===== src/sv/nptm_pkg.sv =====
package nptm_pkg;

  localparam int MAX_TARGETS_DEF = 1024;

  // coordinate and result field widths
  localparam int COORD_W = 16;
  localparam int KIND_W  = 2;
  localparam int QNUM_W  = 16;
  localparam int BIDX_W  = 10;
  localparam int DIST_W  = 33;
  localparam int GATE_W  = 16;

  // |a - b| needs one bit more than a coordinate, its square twice that
  localparam int ADIFF_W = COORD_W + 1;
  localparam int SQ_W    = 2 * ADIFF_W;
  localparam int SUM_W   = SQ_W + 1;
  localparam int GSQ_W   = 2 * GATE_W;

  typedef logic [KIND_W-1:0] kind_t;

  localparam kind_t KIND_LOAD  = 2'd0;
  localparam kind_t KIND_QUERY = 2'd1;
  localparam kind_t KIND_CLEAR = 2'd2;

  typedef struct packed {
    logic load;   // append the input point to the target set
    logic clear;  // empty the set, restart query numbering
    logic start;  // latch the query point and reset the running best
    logic issue;  // read the next target and push it into the pipeline
    logic emit;   // write the result register, advance query number
  } nptm_cmd_t;

  typedef struct packed {
    logic count_zero;  // no target stored
    logic last_addr;   // scan address is the last stored target
    logic pipe_busy;   // distance pipeline still holds a target
    logic out_free;    // result register can take a result this cycle
  } nptm_status_t;

endpackage


===== src/sv/nptm_ctrl.sv =====
module nptm_ctrl (
  input  logic                   clk,
  input  logic                   rst_n,
  input  logic                   in_valid,
  input  logic [nptm_pkg::KIND_W-1:0] in_kind,
  output logic                   in_ready,
  output nptm_pkg::nptm_cmd_t    cmd,
  input  nptm_pkg::nptm_status_t status
);
  import nptm_pkg::*;

  typedef enum logic [3:0] {
    ST_IDLE  = 4'b0001,
    ST_SCAN  = 4'b0010,
    ST_DRAIN = 4'b0100,
    ST_DONE  = 4'b1000
  } state_t;

  state_t state_r, state_nxt;
  logic   accept;

  assign in_ready = (state_r == ST_IDLE);
  assign accept   = in_valid && in_ready;

  always_comb begin
    state_nxt = state_r;
    cmd       = '0;
    case (state_r)
      ST_IDLE: begin
        if (accept) begin
          cmd.load  = (in_kind == KIND_LOAD);
          cmd.clear = (in_kind == KIND_CLEAR);
          if (in_kind == KIND_QUERY) begin
            cmd.start = 1'b1;
            state_nxt = status.count_zero ? ST_DONE : ST_SCAN;
          end
        end
      end
      ST_SCAN: begin
        cmd.issue = 1'b1;
        if (status.last_addr) state_nxt = ST_DRAIN;
      end
      ST_DRAIN: begin
        if (!status.pipe_busy) state_nxt = ST_DONE;
      end
      ST_DONE: begin
        // hold the finished query until the result register frees up
        if (status.out_free) begin
          cmd.emit  = 1'b1;
          state_nxt = ST_IDLE;
        end
      end
      default: state_nxt = ST_IDLE;
    endcase
  end

  always_ff @(posedge clk) begin
    if (!rst_n) state_r <= ST_IDLE;
    else        state_r <= state_nxt;
  end

`ifndef SYNTHESIS
  a_scan_nonempty: assert property (@(posedge clk) disable iff (!rst_n)
    (state_r == ST_SCAN) |-> !status.count_zero)
    else $error("scan running on an empty target set");

  a_drain_after_last: assert property (@(posedge clk) disable iff (!rst_n)
    (state_r == ST_SCAN && status.last_addr) |=> (state_r == ST_DRAIN))
    else $error("scan did not stop after the last target");

  a_state_onehot: assert property (@(posedge clk) disable iff (!rst_n)
    $onehot(state_r))
    else $error("controller state is not one-hot");
`endif

endmodule


===== config.mk =====
export PLATFORM = sky130hd
export DESIGN_NAME = nptm_ctrl
export DESIGN_NICKNAME = d
export VERILOG_FILES = /design/src/sv/nptm_pkg.sv /design/src/sv/nptm_ctrl.sv
export SDC_FILE = /design/constraint.sdc
export NUM_CORES = 1
export LEC_CHECK = 0
export ABC_AREA = 1
export BUFFER_PORTS_ARGS = -buffer_cell sky130_fd_sc_hd__clkbuf_2
export CORE_AREA = 2 2 39 41
export DETAILED_ROUTE_END_ITERATION = 8
export DIE_AREA = 0 0 41 43
export SETUP_SLACK_MARGIN = 0.1
export SYNTH_ARGS = -nofsm -noshare
export SYNTH_HDL_FRONTEND = slang
export SYNTH_SLANG_ARGS = --single-unit

===== constraint.sdc =====
create_clock -name clk -period 1 [get_ports clk]
set_input_delay 0.15 -clock clk [delete_from_list [all_inputs] [get_ports clk]]
set_output_delay 0.15 -clock clk [all_outputs]
set_load 0.05 [all_outputs]

# ---- After elaboration in Yosys (flattened, before gate mapping)
# Index checks and enable logic that the tools add are counted.
dict set report totals {
  reg_bits 4
  latch_bits 0
  ram_bits 0
  rom_bits 0
  in_bits 9
  output_inout_bits 6
  word_cells 28
  n_memories 0
}
dict set report op_classes {
  n_addsub 0
  multipliers 0
  div_mod_pow 0
  n_lt_le_gt_ge 0
  eq_ne 11
  n_shift 0
  mux 13
  bitwise_logic 0
  n_reduce_logical 3
}
# operator count
set ops {}
lappend ops {{4-bit 2-to-1 mux} 6}
lappend ops {{4-bit case mux with 4 select lines} 1}
lappend ops {{3-bit 2-to-1 mux} 2}
lappend ops {{2-bit inequality test (second input constant)} 3}
lappend ops {{5-bit AND reduction} 1}
lappend ops {{4-bit by 1-bit == test with 1-bit output (second input constant)} 1}
lappend ops {{4-bit by 2-bit == test with 1-bit output (second input constant)} 1}
lappend ops {{4-bit by 3-bit == test with 1-bit output (second input constant)} 1}
lappend ops {{4-bit == test (second input constant)} 1}
lappend ops {{1-bit 2-to-1 mux} 4}
lappend ops {{2-bit by 1-bit inequality test with 1-bit output (second input constant)} 2}
lappend ops {{2-bit by 1-bit == test with 1-bit output (second input constant)} 1}
lappend ops {{2-bit == test (second input constant)} 1}
lappend ops {{2-bit logical NOT} 1}
lappend ops {{1-bit logical AND} 1}

# ---- Longest topological paths before layout
dict set report logic_depth {
  word_depth 4
  mapped_depth 8
}

# ---- Worst setup path after synthesis
# No wires, ideal clock.
dict set report synth_timing {
  path_kind {register -> output}
  startpoint {register state_r[0]}
  endpoint {output port cmd[3] (netlist name)}
  t_arrival_ns 1.959
  t_required_ns 0.850
  setup_slack_ns -1.109
  path_stages_with_launch 7
  path_buffers 0
  path_cell_list {dfxtp_1 > inv_1 > nor2_2 > nand2_2 > inv_2 > nand2_1 > nor3_1}
}
# element line
set synth_lines {}
lappend synth_lines {{start, declared} nptm_ctrl.sv:19} ;# state_t state_r, state_nxt;
lappend synth_lines {{start signal, assigned} nptm_ctrl.sv:59} ;# else state_r <= state_nxt;
lappend synth_lines {{end, declared} nptm_ctrl.sv:7} ;# output nptm_pkg::nptm_cmd_t cmd,

==> impl_results.md <==
- Post-DRT Antenna Nets: 0
- Failing checks: setup timing
- Crit-path max FO: 2
- RSZ-0062 raised after global routing: true
- Maximum clock path buffer count: 2
- CTS tree: done
- Worst setup margin: -0.3797 ns
- CTS buffer count: 3
- Vias in the first global route: 433
- GPL Wtd Cong: 0.8072
- Post-Syn Nets: 59
- Most numerous cell in the Yosys netlist: nand2_1
- CP endpoint kind: primary output
- First-pass GRT wire length: 1759 um
- Hold Vio Cnt, Final: 0
- Global route overflow: 0
- H-tree depth: 1
- Syn avg cell area: 5.831 um^2
- Synth warn: 0
- Max reg flops: 4
- Worst Tran Pin Value: 0.1952 ns
- Final setup vio count: 10
- PortBufs: 14
- Antenna diodes: 0
- Nets: 100
- Max Fclk: 0.7248 GHz
- Drt total wl: 1209 um
- Layout Utilization: 57.14%
- Synth top area share: 27.47%
- Post-route design area: 790.8 um^2
- R2R depth: 9
- Crit Reg-Reg Endpoint: state_r[0]$_SDFFE_PN1P_
- Hold EP: state_r[2]$_SDFFE_PN0P_
- Largest reg by FF count: state_r
- Initial antenna violation count: 0
- Flops & latches, synth: 4
- Leakage: 0.3721 nW
- GRT Util Overall: 16.00%
- Arr. time, crit path: 1.23 ns
- Sequential fraction of the synthesis area: 27.47%
- Max cap viols: 0
- Placed inst area: 560.5 um^2
- Max Transition Viols Final: 0
- Routed vias/inst: 4.324
- CTS Root Cell: clkbuf_4
- Num ports: 15
- Rows: 14
- Hold Path Class: in2reg
- Clock skew: 0.0009237 ns
- Period Utilization, post-route: 138.0%
- Area contributors post-synth: dfxtp_1 (27%), nand2_1 (15%), inv_1 (12%)
- Final HPWL DP: 685.2 um
- Hold_sp: status[1]
- IR Drop Worst-Case VDD: 0.5597 mV
- Core area: 1384 um^2
- Die area: 1763 um^2
- Final min period: 1.380 ns
- Area Overhead vs Synth: 171.2%
- Slew HR: 86.95%
- Initial Utilization: 21.07%
- Hold depth: 3
- Status: finished with violations
- Mapped Area: 291.5 um^2
- Design Power: 0.001285 W
- Die width: 41 um
- Vias: 454
- Asr flop ratio synth: 0%
- Reg2reg start: state_r[1]$_SDFFE_PN0P_
- CP required: 0.85 ns
- Cells after synthesis: 50
- Clk Latency, worst-skew pair: 0.23 ns
- Yosys top cell by area: dfxtp_1
- R2r setup slk: -0.28 ns
- Die height: 43 um
- DRC errors left: 0
- CTS Sinks: 4
- Crit Path Category: reg2out
- Synth Flop Type: dfxtp_1
- Layout cells sized above 1: 78.65%
- Startpoint types: flip-flop
- Pwr dens: 1625 nW/um^2
- Routed WL per cell: 11.51 um
- Drt first-iter violations: 1
- Largest net degree at the start of global routing: 5
- Regs by FF count: state_r (4)
- Post-synth cell types: 13
- EDFF count, synth: 0
- TritonRoute pass-1 iters: 2
- Reg clk slew, reported paths: 0.04 ns
- Synth top cells by count: nand2_1 (12), inv_1 (9), nor2_1 (6)
-- layer usage --
layer,GRT usage [%],vias to the layer above,part of all wire (%)
li1,-,235,-
met1,13.27,207,31
met2,31.25,12,67
met3,4.712,0,2.7
met4,6.000,0,0
met5,0,-,0
-- power by group --
group	internal (W)	leakage (nW)	switching [W]
Combinational	0.000424	0.325	0.000459
Clock	0.000134	0.0138	0.0000630
Sequential	0.000187	0.0337	0.0000178
-- cell usage in the layout (no fill, tap or decap) --
cell type and count:
clkbuf_2 8, o21ai_1 1, inv_2 2, nand2_2 5
buf_12 1, clkinv_4 1, nor3_4 2, nor2_4 8
clkbuf_16 2, nand2_4 2, buf_4 19, buf_8 3
nand3_2 3, inv_1 5, nor2_1 2, buf_6 3
nand2_1 7, dfxtp_2 4, a21oi_2 2, nand3_1 2
inv_4 1, a21oi_1 2, clkinvlp_4 1, clkbuf_4 3
-- critical path, cell delays in order (launching register included) --
cell and delay (ns):
dfxtp_2 0.32, nor2_4 0.15, nand2_4 0.08, clkinv_4 0.06
nand2_4 0.06, nor3_4 0.15, buf_8 0.17
-- metrics by stage --
| step | hold slack (ns) | std cells | TNS (ns) | worst slack, ns |
|---|---|---|---|---|
| floorplan | 0.3151 | 50 | -1.314 | -0.4189 |
| global route | 0.1892 | 105 | -3.360 | -0.4375 |
| global placement | 0.4383 | 94 | -1.649 | -0.2573 |
| finish | 0.1975 | 105 | -2.877 | -0.3797 |
| detailed placement | 0.4393 | 94 | -1.721 | -0.2785 |
| CTS | 0.1920 | 101 | -2.803 | -0.3565 |
-- layout make-up --
class | instances | area, um^2
Clock buffer | 3 | 22.52
Fill cell | 125 | 593.1
Inverter | 10 | 48.80
Multi-Input combinational cell | 36 | 282.8
Sequential cell | 4 | 85.08
Tap cell | 16 | 20.02
Timing Repair Buffer | 36 | 331.6
-- cell families after synthesis --
logic type / after synthesis / share of synthesized area [%]
buf+inv: 10 / 12.87
flops: 4 / 27.47
simple gates: 31 / 49.78
compound gates: 5 / 9.869
-- worst max-delay path by stage --
stage,startpoint,end,slack (ns),cells after the start
3_3_place_gp,state_r[0]$_SDFFE_PN1P_,cmd[3],-0.26,7
4_1_cts,state_r[3]$_SDFFE_PN0P_,cmd[4],-0.36,6
2_1_floorplan,state_r[0]$_SDFFE_PN1P_,cmd[3],-0.42,6
5_1_grt,state_r[0]$_SDFFE_PN1P_,cmd[3],-0.44,7
6_report,state_r[3]$_SDFFE_PN0P_,cmd[3],-0.38,6
3_5_place_dp,state_r[0]$_SDFFE_PN1P_,cmd[3],-0.28,7
-- repair_timing --
item                                    CTS  global route
endpoints found under the setup margin   10            10
setup buffers                             4             4
hold buffers                              0             0
gates resized for setup                  22            16
pin swaps                                12             6
cloned                                    0             0
Note: power is estimated with default switching activity, not from simulation.
